===== config.mk =====
export PLATFORM = sky130hd
export DESIGN_NAME = chunked_crc32_signer
export DESIGN_NICKNAME = d
export VERILOG_FILES = /design/src/rtl/ccs_pkg.sv /design/src/rtl/ccs_front.sv /design/src/rtl/ccs_queue.sv /design/src/rtl/ccs_back.sv /design/src/rtl/chunked_crc32_signer.sv
export SDC_FILE = /design/constraint.sdc
export NUM_CORES = 1
export LEC_CHECK = 0
export ABC_AREA = 1
export BUFFER_PORTS_ARGS = -buffer_cell sky130_fd_sc_hd__buf_2
export CAP_MARGIN = 25
export CORE_ASPECT_RATIO = 1.5
export CORE_MARGIN = 10
export CORE_UTILIZATION = 50
export DETAILED_ROUTE_END_ITERATION = 8
export PLACE_DENSITY = 0.78
export SETUP_SLACK_MARGIN = 0.15
export SLEW_MARGIN = 20
export SYNTH_ARGS = -nofsm -noshare
export SYNTH_HDL_FRONTEND = slang
export SYNTH_SLANG_ARGS = --single-unit

===== constraint.sdc =====
create_clock -name clk -period 4.2 [get_ports clk]
set_input_delay 0.84 -clock clk [delete_from_list [all_inputs] [get_ports clk]]
set_output_delay 0.84 -clock clk [all_outputs]
set_load 0.02 [all_outputs]

===== src/rtl/ccs_pkg.sv =====
// Shared types, constants and the byte-wide CRC step for the chunked CRC-32 signer.
// No dependencies; every other file refers to it by scoped names.
package ccs_pkg;

  localparam int SIG_BYTES     = 4;
  localparam int BIDX_W        = $clog2(SIG_BYTES);
  localparam int LEN_W         = 31;

  localparam logic [31:0]      CRC_POLY_REFL = 32'hEDB8_8320;
  localparam logic [31:0]      CRC_INIT      = 32'hFFFF_FFFF;
  localparam logic [31:0]      CRC_XOROUT    = 32'hFFFF_FFFF;
  localparam logic [LEN_W-1:0] LEN_RESET     = 31'd1048576;
  localparam logic [BIDX_W-1:0] BIDX_LAST    = BIDX_W'(SIG_BYTES - 1);

  // One finished chunk signature on its way to the serialiser
  typedef struct packed {
    logic [31:0] crc;
    logic        eos;
  } sig_entry_t;

  // Push side of the signature queue
  typedef struct packed {
    logic       valid;
    sig_entry_t entry;
  } q_push_t;

  // Pop side of the signature queue
  typedef struct packed {
    logic       valid;
    sig_entry_t entry;
  } q_head_t;

  // Reflected CRC-32 update over one byte, LSB first
  function automatic logic [31:0] crc_byte(input logic [31:0] crc_in,
                                           input logic [7:0]  data);
    logic [31:0] c;
    c = crc_in ^ {24'd0, data};
    for (int b = 0; b < 8; b++) begin
      if (c[0]) begin
        c = (c >> 1) ^ CRC_POLY_REFL;
      end else begin
        c = c >> 1;
      end
    end
    return c;
  endfunction

endpackage


===== src/rtl/ccs_front.sv =====
// Front end: accepts stream bytes, runs the CRC and the chunk count, and pushes
// one signature per closed chunk. Depends on ccs_pkg.
module ccs_front (
  input  logic                    clk,
  input  logic                    rst_n,
  input  logic                    cfg_wr_en,
  input  logic [ccs_pkg::LEN_W-1:0] cfg_wr_data,
  input  logic                    in_valid,
  output logic                    in_ready,
  input  logic [7:0]              in_data_byte,
  input  logic                    in_end_of_stream,
  input  logic                    q_full,
  output ccs_pkg::q_push_t        q_push
);

  logic [ccs_pkg::LEN_W-1:0] len_r;
  logic [ccs_pkg::LEN_W-1:0] bytes_r, bytes_nxt;
  logic [31:0]               crc_r, crc_nxt;
  logic [31:0]               crc_upd;
  logic [31:0]               count;
  logic                      closes;
  logic                      accept;

  // Classify the offered byte: does it close the chunk
  assign crc_upd = ccs_pkg::crc_byte(crc_r, in_data_byte);
  assign count   = {1'b0, bytes_r} + 32'd1;
  assign closes  = in_end_of_stream | (count >= {1'b0, len_r});

  // Stall only a closing byte when the queue has no room
  assign in_ready = ~q_full | ~closes;
  assign accept   = in_valid & in_ready;

  // Push the finished signature
  always_comb begin
    q_push.valid     = accept & closes;
    q_push.entry.crc = crc_upd ^ ccs_pkg::CRC_XOROUT;
    q_push.entry.eos = in_end_of_stream;
  end

  // Advance or restart the chunk
  always_comb begin
    crc_nxt   = crc_r;
    bytes_nxt = bytes_r;
    if (accept) begin
      if (closes) begin
        crc_nxt   = ccs_pkg::CRC_INIT;
        bytes_nxt = '0;
      end else begin
        crc_nxt   = crc_upd;
        bytes_nxt = count[ccs_pkg::LEN_W-1:0];
      end
    end
  end

  always_ff @(posedge clk) begin
    if (!rst_n) begin
      len_r   <= ccs_pkg::LEN_RESET;
      crc_r   <= ccs_pkg::CRC_INIT;
      bytes_r <= '0;
    end else begin
      if (cfg_wr_en) begin
        len_r <= cfg_wr_data;
      end
      crc_r   <= crc_nxt;
      bytes_r <= bytes_nxt;
    end
  end

endmodule


===== src/rtl/ccs_queue.sv =====
// Short queue of finished signatures between the front end and the serialiser.
// Depends on ccs_pkg.
module ccs_queue #(
  parameter int DEPTH = 2
) (
  input  logic             clk,
  input  logic             rst_n,
  input  ccs_pkg::q_push_t push,
  output logic             full,
  output ccs_pkg::q_head_t head,
  input  logic             pop
);

  localparam int AW = (DEPTH > 1) ? $clog2(DEPTH) : 1;
  localparam int CW = $clog2(DEPTH + 1);
  localparam logic [AW-1:0] PTR_LAST = AW'(DEPTH - 1);
  localparam logic [CW-1:0] CNT_FULL = CW'(DEPTH);

  ccs_pkg::sig_entry_t slots_r [DEPTH];
  logic [AW-1:0] wr_ptr_r, wr_ptr_nxt;
  logic [AW-1:0] rd_ptr_r, rd_ptr_nxt;
  logic [CW-1:0] cnt_r, cnt_nxt;
  logic          do_push, do_pop;

  assign full       = (cnt_r == CNT_FULL);
  assign head.valid = (cnt_r != '0);
  assign head.entry = slots_r[rd_ptr_r];

  assign do_push = push.valid & ~full;
  assign do_pop  = pop & head.valid;

  // Advance pointers and fill count
  always_comb begin
    wr_ptr_nxt = wr_ptr_r;
    rd_ptr_nxt = rd_ptr_r;
    cnt_nxt    = cnt_r;
    if (do_push) begin
      wr_ptr_nxt = (wr_ptr_r == PTR_LAST) ? '0 : wr_ptr_r + AW'(1);
    end
    if (do_pop) begin
      rd_ptr_nxt = (rd_ptr_r == PTR_LAST) ? '0 : rd_ptr_r + AW'(1);
    end
    if (do_push && !do_pop) begin
      cnt_nxt = cnt_r + CW'(1);
    end else if (!do_push && do_pop) begin
      cnt_nxt = cnt_r - CW'(1);
    end
  end

  always_ff @(posedge clk) begin
    if (!rst_n) begin
      wr_ptr_r <= '0;
      rd_ptr_r <= '0;
      cnt_r    <= '0;
    end else begin
      wr_ptr_r <= wr_ptr_nxt;
      rd_ptr_r <= rd_ptr_nxt;
      cnt_r    <= cnt_nxt;
    end
  end

  // Store the pushed entry
  always_ff @(posedge clk) begin
    if (do_push) begin
      slots_r[wr_ptr_r] <= push.entry;
    end
  end

endmodule


===== src/rtl/ccs_back.sv =====
// Back end: takes signatures from the queue and sends each as four bytes,
// least significant first. Depends on ccs_pkg.
module ccs_back (
  input  logic             clk,
  input  logic             rst_n,
  input  ccs_pkg::q_head_t head,
  output logic             pop,
  output logic             out_valid,
  input  logic             out_ready,
  output logic [7:0]       out_sig_byte,
  output logic             out_last_of_chunk,
  output logic             out_last_of_stream
);

  logic                      busy_r, busy_nxt;
  logic [31:0]               sig_r, sig_nxt;
  logic                      eos_r, eos_nxt;
  logic [ccs_pkg::BIDX_W-1:0] idx_r, idx_nxt;
  logic                      take, is_last, load;

  assign take    = busy_r & out_ready;
  assign is_last = (idx_r == ccs_pkg::BIDX_LAST);
  // Load a new signature when empty or as the last byte leaves
  assign load    = ~busy_r | (take & is_last);
  assign pop     = load & head.valid;

  always_comb begin
    busy_nxt = busy_r;
    sig_nxt  = sig_r;
    eos_nxt  = eos_r;
    idx_nxt  = idx_r;
    if (load) begin
      busy_nxt = head.valid;
      sig_nxt  = head.entry.crc;
      eos_nxt  = head.entry.eos;
      idx_nxt  = '0;
    end else if (take) begin
      sig_nxt = sig_r >> 8;
      idx_nxt = idx_r + ccs_pkg::BIDX_W'(1);
    end
  end

  always_ff @(posedge clk) begin
    if (!rst_n) begin
      busy_r <= 1'b0;
      idx_r  <= '0;
    end else begin
      busy_r <= busy_nxt;
      idx_r  <= idx_nxt;
    end
  end

  // Payload holds without reset
  always_ff @(posedge clk) begin
    sig_r <= sig_nxt;
    eos_r <= eos_nxt;
  end

  assign out_valid          = busy_r;
  assign out_sig_byte       = sig_r[7:0];
  assign out_last_of_chunk  = is_last;
  assign out_last_of_stream = is_last & eos_r;

endmodule


===== src/rtl/chunked_crc32_signer.sv =====
// Top level of the chunked CRC-32 signer: front end, signature queue, back end.
// Depends on ccs_pkg, ccs_front, ccs_queue and ccs_back.
//
//   channel | ports                                         | handshake
//   --------+-----------------------------------------------+-------------------
//   input   | in_data_byte, in_end_of_stream                | in_valid/in_ready
//   result  | out_sig_byte, out_last_of_chunk, out_last_... | out_valid/out_ready
//   config  | cfg_wr_data (chunk length, 31 bits)           | cfg_wr_en, no wait
//
// One byte is accepted per cycle while in_ready is high; each accepted byte's CRC update is registered.
// A closed chunk yields four result items, one per cycle from the back end while out_ready
// is high, so with short chunks the rate is bounded by the serialiser.
// A closing byte stalls only while the signature queue is full.
// Reset (synchronous, active low) sets chunk length to 1048576 and empties the queue.
module chunked_crc32_signer #(
  parameter int QUEUE_DEPTH = 2
) (
  input  logic                      clk,
  input  logic                      rst_n,
  input  logic                      cfg_wr_en,
  input  logic [ccs_pkg::LEN_W-1:0] cfg_wr_data,
  input  logic                      in_valid,
  output logic                      in_ready,
  input  logic [7:0]                in_data_byte,
  input  logic                      in_end_of_stream,
  output logic                      out_valid,
  input  logic                      out_ready,
  output logic [7:0]                out_sig_byte,
  output logic                      out_last_of_chunk,
  output logic                      out_last_of_stream
);

  ccs_pkg::q_push_t q_push;
  ccs_pkg::q_head_t q_head;
  logic             q_full;
  logic             q_pop;

  ccs_front u_front (
    .clk              (clk),
    .rst_n            (rst_n),
    .cfg_wr_en        (cfg_wr_en),
    .cfg_wr_data      (cfg_wr_data),
    .in_valid         (in_valid),
    .in_ready         (in_ready),
    .in_data_byte     (in_data_byte),
    .in_end_of_stream (in_end_of_stream),
    .q_full           (q_full),
    .q_push           (q_push)
  );

  ccs_queue #(
    .DEPTH (QUEUE_DEPTH)
  ) u_queue (
    .clk   (clk),
    .rst_n (rst_n),
    .push  (q_push),
    .full  (q_full),
    .head  (q_head),
    .pop   (q_pop)
  );

  ccs_back u_back (
    .clk                (clk),
    .rst_n              (rst_n),
    .head               (q_head),
    .pop                (q_pop),
    .out_valid          (out_valid),
    .out_ready          (out_ready),
    .out_sig_byte       (out_sig_byte),
    .out_last_of_chunk  (out_last_of_chunk),
    .out_last_of_stream (out_last_of_stream)
  );

endmodule


Word-level counts from Yosys, hierarchy flattened

Memories as Yosys holds them, arrays and structs flattened. A register that Yosys moved wholly into a read port is not among the register bits.
Cells that the tools add are included.

Bits of input ports: 45
Memories kept: 1
Flip-flop bits (word level): 134
Output and inout port bits: 12
RAM bits: 66
Word-level logic and storage cells: 73

Mux-type cells: 20
Order comparisons: 1
$add $sub $neg: 6
Reduce and logical (&&, ||, !) cells: 8
Bitwise gates (word level): 25
Eq/ne operators: 2

Memories:

| memory          | words | width | read ports | clocked after memory_dff | wr ports | line            | text |
|---|---|---|---|---|---|---|---|
| u_queue.slots_r | 2     | 33    | 1          | 1                        | 1        | ccs_queue.sv:19 | `ccs_pkg::sig_entry_t slots_r [DEPTH];` |

Operators by type and width:

| operator                                         | count |
|---|---|
| two-way mux 32 bit                               | 11 |
| NOT 13 -> 14 bit                                 | 8 |
| adder 31 x 1 -> 32 bit, second input constant    | 1 |
| >= comparator 32 x 31 -> 1 bit                   | 1 |
| NOT 32 bit                                       | 1 |
| XOR 32 x 8 -> 32 bit                             | 1 |
| two-way mux 31 bit                               | 1 |
| AND 1 bit                                        | 8 |
| two-way mux 1 bit                                | 6 |
| nonzero test 2 bit                               | 3 |
| adder 2 x 1 -> 2 bit, second input constant      | 2 |
| equality test 2 bit, second input constant       | 2 |
| two-way mux 2 bit                                | 2 |
| NOT 1 bit                                        | 4 |
| bitwise OR 1 bit                                 | 3 |
| adder 1 bit, second input constant               | 2 |
| logical AND 1 bit                                | 2 |
| zero test 1 bit                                  | 2 |
| OR reduction 2 bit                               | 1 |
| subtractor 2 x 1 -> 2 bit, second input constant | 1 |

Longest topological paths before layout

Depth in word-level cells: 18
Mapped depth: 24
Mapped depth without buffers: 24

Modules after synthesis

A second synthesis with hierarchy kept.

Cell total of the unflattened synthesis: 1,090
Area total of the unflattened synthesis: 10,367.4 um2

By module, submodules not included:

| module    | area an instance (um2) | cells an instance | times used |
|---|---|---|---|
| ccs_front | 5,988.2                | 792               | 1 |
| ccs_queue | 2,782.7                | 140               | 1 |
| ccs_back  | 1,596.5                | 158               | 1 |

Least setup slack after synthesis

OpenSTA, ideal clock, no wires.

Kind: reg2reg
From: register u_front.bytes_r[0] (netlist name)
To: memory u_queue.slots_r[1][0] (netlist name), enable pin
Required time: 3.775 ns
Path buffers: 0
Slack: -0.139 ns
Arrival: 3.914 ns
Cell stages (with the launch flop): 18
Setup time: 0.425 ns
Path through: dfxtp_1 > ha_1 > nand2_1 > nor2_1 > nand2_1 > nor4b_1 > nand2_1 > xor2_1 > inv_1 > ha_1 > nand2_1 > o21ai_0 > nor2_1 > nor2_1 > nor2_4 > nand3_1 > nand2_2 > nor2_1

Cells in the longest elaborated chain, start to end: 10

Ends and longest elaborated chain:

| item                                        | line            | text |
|---|---|---|
| start, declared                             | ccs_front.sv:17 | `logic [ccs_pkg::LEN_W-1:0] bytes_r, bytes_nxt;` |
| start signal, assigned                      | ccs_front.sv:65 | `bytes_r <= bytes_nxt;` |
| adder 31 x 1 -> 32 bit (*)                  | ccs_front.sv:26 | `assign count = {1'b0, bytes_r} + 32'd1;` |
| >= comparator 32 x 31 -> 1 bit (*)          | ccs_front.sv:27 | `assign closes = in_end_of_stream \| (count >= {1'b0, len_r});` |
| bitwise OR 1 bit (*)                        | ccs_front.sv:27 |  |
| NOT 1 bit                                   | ccs_front.sv:30 | `assign in_ready = ~q_full \| ~closes;` |
| bitwise OR 1 bit                            | ccs_front.sv:30 |  |
| AND 1 bit                                   | ccs_front.sv:31 | `assign accept = in_valid & in_ready;` |
| AND 1 bit (*)                               | ccs_front.sv:35 | `q_push.valid = accept & closes;` |
| AND 1 bit (*)                               | ccs_queue.sv:29 | `assign do_push = push.valid & ~full;` |
| two-way mux 1 bit (*)                       | ccs_queue.sv:64 | `if (do_push) begin` |
| two-way mux 1 bit (implied by the code) (*) | ccs_queue.sv:65 | `slots_r[wr_ptr_r] <= push.entry;` |
| end, declared                               | ccs_queue.sv:19 |  |

Every way passes the cells marked *; elsewhere a longest branch is shown, timed or not.

Final worst setup path

From: register u_front.bytes_r[0] (netlist name)
To: output port in_ready

Cells in the longest elaborated chain, start to end: 5

Ends and longest elaborated chain:

| item                           | line                       | text |
|---|---|---|
| adder 31 x 1 -> 32 bit         | ccs_front.sv:26            |  |
| >= comparator 32 x 31 -> 1 bit | ccs_front.sv:27            |  |
| bitwise OR 1 bit               | ccs_front.sv:27            |  |
| NOT 1 bit                      | ccs_front.sv:30            |  |
| bitwise OR 1 bit               | ccs_front.sv:30            |  |
| end, declared                  | chunked_crc32_signer.sv:23 | `output logic in_ready,` |

Every way passes these cells.

==> metrics.txt <==
Vias=7373; worst slack, placed=0.399 ns; clk root buf=clkbuf_16; Die Y=194 um; DR DRC count=0; outcome=completed; max-cap violations=0; setup ws final=0.187 ns; syn_area_per_cell=9.15 um2; total CTS buffers=20; Core Util, Final=0.586; fill count=1604; CTS tree=yes; Initial Util=0.509; reg-to-reg slack, setup=0.53 ns; placed insts=1380; #FFs+latches synth=201; antenna violations before repair=0; reg2reg end=u_queue.cnt_r[1]$_SDFFE_PN0P_; Hold Path Class=flip-flop to flip-flop; Final ANT Viol Nets=0; critical path class=flip-flop to primary output; Reg clk slew, reported paths=0.07 ns; Async SR Flop Fraction=0; post-DR wirelength/cell=15.2 um; Final Max Tran Viols=0; GR Util met3=0.0233; RSZ-0062 raised after global routing=true; Setup crit end kind=primary output; CP endpoint=in_ready; final setup fails=0; largest net degree at the start of global routing=57; Slew HR=0.412; Final Hold Fails=0; Pre-antenna DRT Iters=5; Post-synth EDFFs=99; first-pass GRT wire length=35500 um; f_max=249 MHz; Cell Area, Synth=10100 um2; Via density=5.15; diode count=0; clk_lat worst skew=0.50 ns; critical path, cell by cell=inv_1 > nor2_4 > nand2_4 > nor4_4 > nand2_2 > nor2_4 > buf_4 > xor2_2 > ha_1 > nand4_1 > o21bai_1 > o211ai_1 > nand2_2 > nand3_4 > nand2_4 > buf_6; P&R area growth vs syn=15.1%; most common cell after layout, fill and taps aside=nand2_1; post-synthesis cell type count=45; CP required=3.36 ns; cell area power density=578 nW/um2; Rows=63; busiest grt layer=met2; r2r worst-path depth=22; FF-to-FF Start=u_front.bytes_r[0]$_SDFFE_PN0P_; share of cells above drive strength 1=0.215; Worst setup SP type=flip-flop; Crit Path Max Fanout=4; post-synthesis net count=1180; core area=19800 um2; H-tree depth=1; Slew @ Worst Pin=0.881 ns; Worst path max stage delay=0.37 ns; # IOs=57; most common flop cell mapped by yosys=dfxtp_1; Post-CTS Hold Buffers=0; CTS max path bufs=3; Final period util=0.956; dpl hpwl=14900 um; fin cells=1433; overall die area=26300 um2; chip width=136 um; Slowest cell on crit path=dfxtp_2; CP arrival=3.17 ns; worst vdd ir=0.338 mV; post-synthesis instance total=1101; vias in the first global route=7482; initial drt markers=415; met1 usage=0.167; Sink Count=201; sequential fraction of the synthesis area=0.498; port bufs=56; Overflow after GRT=0; Layout Nets=1238; most frequent cells in the layout=240 x nand2_1, 120 x inv_1, 99 x edfxtp_1; Total GRT Usage=0.162; Routed WL=21900 um; synth warn=0; Lkg Pwr=4.82 nW; Setup crit start=u_front.bytes_r[0]$_SDFFE_PN0P_; met2 Use GR=0.304; min Tclk post-route=4.01 ns; routability-driven placement congestion ratio=0.918; clock skew=0.0177 ns
## what timing repair did
action | in CTS | in global routing
setup buffers | 2 | 15
pin swaps | 4 | 22
cloned | 0 | 0
resized for setup | 24 | 36
endpoints found under the setup margin | 1 | 1
## layer usage
| layer | routed length (um) | part of all wire |
|---|---|---|
| met5 | 0 | 0 |
| met4 | 945 | 0.043 |
| met3 | 859 | 0.039 |
| met2 | 12100 | 0.55 |
| met1 | 7990 | 0.37 |
## cell families (layout without fill, tap and decap cells)
family | count (synthesis) | count (layout) | share of synthesized area
AND/OR/NAND/NOR | 396 | 396 | 0.169
XOR/XNOR | 104 | 104 | 0.0997
buffers and inverters | 170 | 242 | 0.0744
AO/OA/AOI/OAI | 187 | 187 | 0.107
flip-flops | 201 | 201 | 0.498
adder cells (fa/ha/maj) | 34 | 34 | 0.0422
multiplexers | 9 | 9 | 0.0101
## synthesized netlist by cell type, types with 2 or more instances
cell type / n / area (um2)
nor4_1: 2 / 12.5
buf_6: 5 / 56.3
buf_2: 9 / 45.0
ha_1: 34 / 425
nor2_4: 3 / 33.8
xnor2_1: 42 / 368
edfxtp_1: 99 / 2970
xnor2_2: 9 / 146
o21ai_0: 88 / 440
nand2_4: 2 / 22.5
a21oi_2: 34 / 298
nand2_1: 249 / 935
clkbuf_1: 22 / 82.6
nor2_1: 74 / 278
nor3_1: 9 / 45.0
xor2_1: 51 / 447
a21oi_1: 60 / 300
nand4_1: 8 / 50.1
nand3_1: 14 / 70.1
inv_1: 120 / 450
nor4b_1: 2 / 17.5
nand2_2: 22 / 138
buf_1: 3 / 11.3
buf_4: 8 / 60.1
nor2_2: 2 / 12.5
dfxtp_1: 102 / 2040
mux2_2: 9 / 101
or2_2: 2 / 12.5
## critical path, delay by kind of cell (launching register included)
kind | cells | cell delay (ns)
AND/OR/NAND/NOR | 9 | 1.26
flip-flops | 1 | 0.37
buffers and inverters | 3 | 0.33
AO/OA/AOI/OAI | 2 | 0.28
adder cells (fa/ha/maj) | 1 | 0.26
XOR/XNOR | 1 | 0.15
## stage by stage
stage	TNS [ns]	power (W)	hold WS (ns)	cell area, um2
after floorplan	0	0.00434	0.426	10100
after CTS	0	0.00673	0.468	11300
after global placement	0	0.00471	0.435	10500
after global routing	-0.0209	0.00708	0.473	11600
after detailed placement	0	0.00479	0.457	10500
final	0	0.00671	0.463	11600
## worst min-delay path by stage
stage | from | to | slack [ns] | depth (start not counted)
after floorplan | u_queue.rd_ptr_r$_SDFFE_PN0P_ | flip-flop | 0.43 | 1
after global placement | u_queue.rd_ptr_r$_SDFFE_PN0P_ | u_queue.rd_ptr_r$_SDFFE_PN0P_ | 0.44 | 1
after detailed placement | u_front.len_r[15]$_SDFFE_PN0P_ | u_front.len_r[15]$_SDFFE_PN0P_ | 0.46 | 2
after CTS | u_front.len_r[15]$_SDFFE_PN0P_ | u_front.len_r[15]$_SDFFE_PN0P_ | 0.47 | 2
after global routing | u_front.crc_r[9]$_SDFFE_PN1P_ | u_front.crc_r[9]$_SDFFE_PN1P_ | 0.47 | 2
final | u_front.len_r[23]$_SDFFE_PN0P_ | u_front.len_r[23]$_SDFFE_PN0P_ | 0.46 | 2
## cell type report
class                           count  area, um2  area share
Sequential cell                   201       5040       0.435
Multi-Input combinational cell    730       4510       0.389
Timing Repair Buffer               85        546      0.0470
Clock buffer                       23        522      0.0450
Inverter                          121        459      0.0396
Tap cell                          260        325      0.0281
Clock inverter                     13        193      0.0166
## power breakdown
part	leakage, nW	switching [W]	internal (W)	total [W]
Sequential	1.80	0.000170	0.00272	0.00289
Combinational	2.68	0.00123	0.000656	0.00189
Clock	0.334	0.000775	0.00115	0.00193
## flip-flops by register name, summed over array words and instances (netlist names), named ones only
signal / flops
u_queue.slots_r: 66
u_back.sig_r: 32
u_front.crc_r: 32
u_front.bytes_r: 31
u_front.len_r: 31
u_back.idx_r: 2
u_queue.cnt_r: 2
u_back.eos_r: 1
u_back.out_valid: 1
u_queue.rd_ptr_r: 1
u_queue.wr_ptr_r: 1
(Power assumes the default switching activity.)
